--- src/hdl/surt_pkg.sv ---
// Shared types and constants for the soft UART receiver with idle timeout.
`default_nettype none
package surt_pkg;

  localparam int unsigned COUNT_WIDTH_DEF = 20;
  localparam int unsigned BIT_TICKS_W     = 16;
  localparam int unsigned HALF_TICKS_W    = 16;
  localparam int unsigned TIMEOUT_W       = 20;
  localparam int unsigned CFG_DATA_W      = 20;
  localparam int unsigned CFG_INDEX_W     = 2;

  localparam logic                   INVERT_RST  = 1'b1;
  localparam logic [BIT_TICKS_W-1:0] BIT_RST     = 16'd128;
  localparam logic [HALF_TICKS_W-1:0] HALF_RST   = 16'd60;
  localparam logic [TIMEOUT_W-1:0]   TIMEOUT_RST = 20'd655350;
  localparam logic [7:0]             TIMEOUT_BYTE = 8'hff;

  typedef enum logic [CFG_INDEX_W-1:0] {
    REG_INVERT  = 2'd0,
    REG_BIT     = 2'd1,
    REG_HALF    = 2'd2,
    REG_TIMEOUT = 2'd3
  } reg_index_t;

  typedef enum logic [3:0] {
    PH_IDLE  = 4'b0001,
    PH_HALF  = 4'b0010,
    PH_DATA  = 4'b0100,
    PH_GUARD = 4'b1000
  } phase_t;

  typedef struct packed {
    logic                    invert_polarity;
    logic [BIT_TICKS_W-1:0]  bit_ticks;
    logic [HALF_TICKS_W-1:0] half_ticks;
    logic [TIMEOUT_W-1:0]    timeout_ticks;
  } cfg_t;

  typedef struct packed {
    logic [7:0] data_byte;
    logic       timed_out;
  } result_t;

endpackage
`default_nettype wire

--- src/hdl/soft_uart_receiver_timeout.sv ---
// Soft UART receiver (8N1, no stop check) with idle timeout: top level.
//
// One line sample is taken per cycle while the skid stage is not full: a sample
// transfers on in_valid and in_ready and is processed in that cycle. A byte
// or timeout result lands in the output register on the clock edge that takes the
// sample producing it; a second result waits in a skid stage, and in_ready drops
// only while that skid stage is full. Configuration writes take effect at once and
// are always accepted. The tick counter is COUNT_WIDTH bits wide.
`default_nettype none
module soft_uart_receiver_timeout #(
  parameter int unsigned COUNT_WIDTH = surt_pkg::COUNT_WIDTH_DEF
) (
  input  wire logic                             clk,
  input  wire logic                             rst,
  input  wire logic                             in_valid,
  output logic                                  in_ready,
  input  wire logic                             line_level,
  output logic                                  out_valid,
  input  wire logic                             out_ready,
  output logic [7:0]                            data_byte,
  output logic                                  timed_out,
  input  wire logic                             cfg_valid,
  output logic                                  cfg_ready,
  input  wire logic [surt_pkg::CFG_INDEX_W-1:0] cfg_index,
  input  wire logic [surt_pkg::CFG_DATA_W-1:0]  cfg_data
);
  import surt_pkg::*;

  cfg_t    cfg;
  logic    take;
  logic    push;
  logic    space;
  result_t fsm_result;
  result_t out_data;

  assign cfg_ready = 1'b1;
  assign in_ready  = space;
  assign take      = in_valid && space;

  always_ff @(posedge clk) begin
    if (rst) begin
      cfg.invert_polarity <= INVERT_RST;
      cfg.bit_ticks       <= BIT_RST;
      cfg.half_ticks      <= HALF_RST;
      cfg.timeout_ticks   <= TIMEOUT_RST;
    end else if (cfg_valid) begin
      unique case (reg_index_t'(cfg_index))
        REG_INVERT:  cfg.invert_polarity <= cfg_data[0];
        REG_BIT:     cfg.bit_ticks       <= cfg_data[BIT_TICKS_W-1:0];
        REG_HALF:    cfg.half_ticks      <= cfg_data[HALF_TICKS_W-1:0];
        REG_TIMEOUT: cfg.timeout_ticks   <= cfg_data[TIMEOUT_W-1:0];
        default:     cfg.invert_polarity <= cfg.invert_polarity;
      endcase
    end
  end

  surt_rx_fsm #(
    .COUNT_WIDTH(COUNT_WIDTH)
  ) u_fsm (
    .clk        (clk),
    .rst        (rst),
    .take       (take),
    .line_level (line_level),
    .cfg        (cfg),
    .push       (push),
    .result     (fsm_result)
  );

  surt_out_buf u_out (
    .clk       (clk),
    .rst       (rst),
    .push      (push),
    .push_data (fsm_result),
    .space     (space),
    .out_valid (out_valid),
    .out_ready (out_ready),
    .out_data  (out_data)
  );

  assign data_byte = out_data.data_byte;
  assign timed_out = out_data.timed_out;

endmodule
`default_nettype wire

--- src/hdl/surt_rx_fsm.sv ---
// Receive state machine: start detect, bit timing, shift, timeout and guard.
`default_nettype none
module surt_rx_fsm #(
  parameter int unsigned COUNT_WIDTH = surt_pkg::COUNT_WIDTH_DEF
) (
  input  wire logic             clk,
  input  wire logic             rst,
  input  wire logic             take,
  input  wire logic             line_level,
  input  wire surt_pkg::cfg_t   cfg,
  output logic                  push,
  output surt_pkg::result_t     result
);
  import surt_pkg::*;

  localparam int unsigned CMP_W = (COUNT_WIDTH > BIT_TICKS_W) ? COUNT_WIDTH : BIT_TICKS_W;

  phase_t                 phase, phase_next;
  logic [COUNT_WIDTH-1:0] tick_count, tick_count_next;
  logic [2:0]             bit_index, bit_index_next;
  logic [7:0]             shift_value, shift_value_next;

  logic [COUNT_WIDTH-1:0] tick_inc;
  logic [COUNT_WIDTH-1:0] timeout_m;
  logic [BIT_TICKS_W-1:0] bt;
  logic [7:0]             shifted;
  logic                   start_seen;
  logic                   bit_done;
  logic                   half_done;

  assign tick_inc   = tick_count + 1'b1;
  assign timeout_m  = COUNT_WIDTH'(cfg.timeout_ticks);
  assign bt         = (cfg.bit_ticks == '0) ? BIT_TICKS_W'(1) : cfg.bit_ticks;
  assign shifted    = {line_level ^ cfg.invert_polarity, shift_value[7:1]};
  assign start_seen = (line_level == cfg.invert_polarity);
  assign bit_done   = CMP_W'(tick_inc) >= CMP_W'(bt);
  assign half_done  = CMP_W'(tick_inc) >= CMP_W'(cfg.half_ticks);

  always_comb begin
    phase_next       = phase;
    tick_count_next  = tick_count;
    bit_index_next   = bit_index;
    shift_value_next = shift_value;
    push             = 1'b0;
    result           = '{data_byte: shift_value, timed_out: 1'b0};
    unique case (phase)
      PH_IDLE: begin
        if (start_seen) begin
          tick_count_next  = '0;
          bit_index_next   = '0;
          shift_value_next = '0;
          phase_next       = (cfg.half_ticks == '0) ? PH_DATA : PH_HALF;
        end else if (cfg.invert_polarity) begin
          if (tick_inc == timeout_m) begin
            tick_count_next = '0;
            push            = 1'b1;
            result          = '{data_byte: TIMEOUT_BYTE, timed_out: 1'b1};
          end else begin
            tick_count_next = tick_inc;
          end
        end else begin
          tick_count_next = '0;
        end
      end
      PH_HALF: begin
        tick_count_next = tick_inc;
        if (half_done) begin
          tick_count_next = '0;
          phase_next      = PH_DATA;
        end
      end
      PH_DATA: begin
        tick_count_next = tick_inc;
        if (bit_done) begin
          tick_count_next  = '0;
          shift_value_next = shifted;
          bit_index_next   = bit_index + 3'd1;
          if (bit_index == 3'd7) begin
            if (cfg.invert_polarity) begin
              phase_next = PH_GUARD;
            end else begin
              phase_next = PH_IDLE;
              push       = 1'b1;
              result     = '{data_byte: shifted, timed_out: 1'b0};
            end
          end
        end
      end
      PH_GUARD: begin
        tick_count_next = tick_inc;
        if (bit_done) begin
          tick_count_next = '0;
          phase_next      = PH_IDLE;
          push            = 1'b1;
        end
      end
      default: begin
        phase_next = PH_IDLE;
      end
    endcase
    // no state change and no result without a transfer
    if (!take) begin
      push = 1'b0;
    end
  end

  always_ff @(posedge clk) begin
    if (rst) begin
      phase       <= PH_IDLE;
      tick_count  <= '0;
      bit_index   <= '0;
      shift_value <= '0;
    end else if (take) begin
      phase       <= phase_next;
      tick_count  <= tick_count_next;
      bit_index   <= bit_index_next;
      shift_value <= shift_value_next;
    end
  end

endmodule
`default_nettype wire

--- src/hdl/surt_out_buf.sv ---
// Two-entry result buffer: output register plus skid stage.
`default_nettype none
module surt_out_buf (
  input  wire logic              clk,
  input  wire logic              rst,
  input  wire logic              push,
  input  wire surt_pkg::result_t push_data,
  output logic                   space,
  output logic                   out_valid,
  input  wire logic              out_ready,
  output surt_pkg::result_t      out_data
);
  import surt_pkg::*;

  result_t main_data, skid_data;
  logic    main_valid, skid_valid;
  logic    pop;

  assign pop       = main_valid && out_ready;
  assign space     = !skid_valid;
  assign out_valid = main_valid;
  assign out_data  = main_data;

  always_ff @(posedge clk) begin
    if (rst) begin
      main_valid <= 1'b0;
      skid_valid <= 1'b0;
    end else if (!main_valid || pop) begin
      // refill the output register, skid entry first
      if (skid_valid) begin
        main_valid <= 1'b1;
        skid_valid <= 1'b0;
      end else begin
        main_valid <= push;
      end
    end else if (push) begin
      skid_valid <= 1'b1;
    end
  end

  always_ff @(posedge clk) begin
    if (!main_valid || pop) begin
      main_data <= skid_valid ? skid_data : push_data;
    end
    if (main_valid && !pop && push) begin
      skid_data <= push_data;
    end
  end

endmodule
`default_nettype wire

--- config.mk ---
export PLATFORM = sky130hd
export DESIGN_NAME = soft_uart_receiver_timeout
export DESIGN_NICKNAME = d
export VERILOG_FILES = /design/src/hdl/surt_pkg.sv /design/src/hdl/soft_uart_receiver_timeout.sv /design/src/hdl/surt_rx_fsm.sv /design/src/hdl/surt_out_buf.sv
export SDC_FILE = /design/constraint.sdc
export NUM_CORES = 1
export LEC_CHECK = 0
export CORE_MARGIN = 2
export CORE_UTILIZATION = 58
export DETAILED_ROUTE_END_ITERATION = 12
export DONT_BUFFER_PORTS = 1
export HOLD_SLACK_MARGIN = 0.15
export PLACE_DENSITY = 0.73
export SKIP_LAST_GASP = 1
export SLEW_MARGIN = 20
export SYNTH_ARGS = -nofsm -noshare
export SYNTH_HDL_FRONTEND = slang
export SYNTH_HIERARCHICAL = 1
export SYNTH_SLANG_ARGS = --single-unit
export TNS_END_PERCENT = 30
--- constraint.sdc ---
create_clock -name clk -period 4.45 [get_ports clk]
set_clock_uncertainty 0.1 [all_clocks]
set_input_delay 0.445 -clock clk [delete_from_list [all_inputs] [get_ports clk]]
set_output_delay 0.445 -clock clk [all_outputs]
set_load 0.01 [all_outputs]
==> flow_metrics.env <==
export IMPL_synth_edff_count=18
export IMPL_final_cell_mix="dfxtp_1, nand2_1, nor2_1"
export IMPL_cts_tree="yes"
export IMPL_drt_iter0_drc=614
export IMPL_syn2layout_area_growth_pct=7.17
export IMPL_drcViolationCount=0
export IMPL_path_clk_slew_ns=0.07
export IMPL_hp_start="cfg_data[16]"
export IMPL_grt_busiest_layer="met2"
export IMPL_end_kind="flip-flop"
export IMPL_syn_num_nets=896
export IMPL_status="finished clean"
export IMPL_avgRoutedWirePerCell_um=18.0
export IMPL_initial_core_util_pct=59.0
export IMPL_ys_seq_area_share_pct=33.2
export IMPL_drv_cap=0
export IMPL_antenna_cells=0
export IMPL_p_leak_nw=3.12
export IMPL_grt_usage_pct=28.2
export IMPL_grtUsageMet2_pct=43.9
export IMPL_die_area_sq_um=13100
export IMPL_clock_root_buffer="clkbuf_16"
export IMPL_ys_seq_elements=108
export IMPL_grt_pass1_wl_um=29100
export IMPL_synth_distinct_cells=75
export IMPL_rr_endpoint="u_out/out_data[5]"
export IMPL_crit_chain="nand3_2 > or3_4 > or3_1 > nand2_1 > ha_1 > nand2_1 > o21ai_0 > a21oi_1 > o21ai_0 > nor2_1 > or4b_2 > buf_4 > mux2i_1 > nand2_1 > mux2_4"
export IMPL_max_freq_ghz=0.237
export IMPL_cpPeakStageDelay_ns=0.70
export IMPL_dp_hpwl_um=13200
export IMPL_gp_congestion=0.951
export IMPL_slew_violations=0
export IMPL_cts_setup_buffers=0
export IMPL_use_met1_pct=40.1
export IMPL_core_area_sq_um=12000
export IMPL_clk_latency_ns=0.36
export IMPL_nets=886
export IMPL_crit_arrival_ns=4.22
export IMPL_htreeDepth=3
export IMPL_min_to="cfg[16]"
export IMPL_hold_viol_final=0
export IMPL_final_min_clock_period_ns=4.21
export IMPL_p_per_area_nw_per_um2=282
export IMPL_slew_headroom_pct=29.2
export IMPL_clk_path_buf_depth=2
export IMPL_cts_sinks=108
export IMPL_cp_max_fo=14
export IMPL_finalSetupViolations=0
export IMPL_syn_avg_cell_area_sq_um=8.48
export IMPL_viasPerCell=6.14
export IMPL_fin_crit_sh_pct=94.7
export IMPL_irDropWorstVdd_mv=0.288
export IMPL_instances_no_fill=974
export IMPL_die_w_um=114
export IMPL_worst_r2r_cell_count=15
export IMPL_grt_pass1_vias=5645
export IMPL_tns_ns=0
export IMPL_vias=5980
export IMPL_drtAntennaViolNets=0
export IMPL_wl_um=17600
export IMPL_antenna_found_initial=0
export IMPL_port_buffer_count=0
export IMPL_rsz0062_at_grt="false"
export IMPL_slowest_stage="or4b_2"
export IMPL_r2r_start="u_fsm/tick_count[9]"
export IMPL_finalPower_mw=2.14
export IMPL_drt_pass1_iter_count=5
export IMPL_grt_remaining_overflow=0
export IMPL_synth_cell_area_sq_um=7060
export IMPL_synthFlopType="dfxtp_1"
export IMPL_cts_inserted_buffers=9
export IMPL_ys_warn_count=6
export IMPL_start_kind="flip-flop"
export IMPL_cp_common_cell="nand2_1"
export IMPL_holdPathStages=2
export IMPL_rows=40
export IMPL_drive_gt1_share_pct=9.31
export IMPL_io_pins=40
export IMPL_dp_cells=951
export IMPL_synthCells=833
export IMPL_async_reset_ff_share_pct=0
export IMPL_holdWs_ns=0.159
export IMPL_final_common_cell="dfxtp_1"
export IMPL_critical_path_class="flip-flop to flip-flop"
export IMPL_tightestPinTransition_ns=1.06
export IMPL_die_y_um=114
export IMPL_grt_max_degree=96
export IMPL_grt_met3_usage_pct=5.03
export IMPL_hp_class="primary input to flip-flop"
export IMPL_r2r_setup_slack_ns=0.24
export IMPL_cp_data_required_time_ns=4.46
## sequential cells by signal (all words and copies together), names as in the netlist
register	cells
u_fsm/tick_count	20
cfg	53
u_out/out_valid	1
u_fsm/phase	4
u_fsm/bit_index	3
u_fsm/shift_value	8
u_out/skid_valid	1
u_out/out_data	9
u_out/skid_data	9
## critical path: cells and delay by family, from the launching register on
family | cells | cell delay [ns]
buffers and inverters | 1 | 0.22
adder cells (fa/ha/maj) | 1 | 0.19
AO/OA/AOI/OAI | 3 | 0.42
multiplexers | 2 | 0.44
AND/OR/NAND/NOR | 8 | 2.18
flip-flops | 1 | 0.41
## synth_stat cells, drive strengths merged (7+ instances only)
master,instances,area share (%)
dfxtp,90,26
nand2,77,4.1
nor2,74,3.9
nand2b,68,6.0
mux2i,64,9.1
inv,46,2.4
a21oi,37,2.7
ha,35,6.2
nand3,31,2.3
buf,29,2.7
o21ai,27,1.9
clkbuf,24,1.3
edfxtp,18,7.7
nand4,18,1.7
xnor2,17,2.1
nor3,16,1.1
nor4,15,1.6
a32oi,11,1.4
nor2b,11,0.97
mux2,9,1.9
or3,9,0.87
xor2,9,1.1
a31oi,8,0.71
a41oi,8,0.99
nor4b,7,0.87
## worst max path at each step
| stage | startpoint | end | slack (ns) | depth (start not counted) |
|---|---|---|---|---|
| floorplan | u_fsm/tick_count[0] | u_out/skid_data[0] | 0.04 | 18 |
| global placement | u_fsm/tick_count[1] | u_out/out_data[7] | 0.26 | 17 |
| detailed placement | u_fsm/tick_count[1] | u_out/out_data[8] | 0.14 | 17 |
| CTS | u_fsm/tick_count[1] | u_out/out_data[5] | 0.12 | 17 |
| global route | u_fsm/tick_count[0] | u_out/out_data[7] | 0.02 | 17 |
| finish | u_fsm/tick_count[9] | u_out/out_data[5] | 0.24 | 15 |
## per-stage QoR
stage               setup slack (ns)  area, sq um  util (%)
finish                         0.237         7570      63.3
global placement               0.264         7170      59.9
detailed placement             0.139         7170      59.9
floorplan                     0.0437         7070         -
global route                  0.0198         7570      63.3
CTS                            0.118         7540      63.0
## report_power, final
part           internal [mW]  switching, mW  total (mW)  leakage (nW)
registers               1.02         0.0380        1.05         0.937
clock network          0.438          0.374       0.812         0.143
logic                  0.115          0.154       0.269          2.04
total                   1.57          0.566        2.14          3.12
## metal layers
layer  wire (um)  vias up
met5           0        -
met3         993       20
met4         278        0
met1        8440     2837
met2        7860      196
li1            -     2927
## repair_timing
action / 4_1_cts / 5_1_grt
resized for setup: 0 / 9
hold buffers: 8 / 0
endpoints found under the hold margin: 23 / 0
setup endpoints to repair: 0 / 17
## kinds of logic after synthesis
kind of cell	share of synthesized area (%)
xor+xnor	3.56
mux	10.9
flops	33.2
fa+ha+maj	6.20
simple gates	27.4
buf+inv	6.48
compound gates	12.2
other cells	0.0531
## area by class of cell
class / count / area (sq um)
Fill cell: 1023 / 4390
Multi-Input combinational cell: 626 / 4300
Sequential cell: 108 / 2350
Timing Repair Buffer: 32 / 273
Clock buffer: 10 / 229
Tap cell: 147 / 184
Inverter: 46 / 173
Clock inverter: 5 / 61.3
No activity file was read; power rests on OpenSTA's default activity.
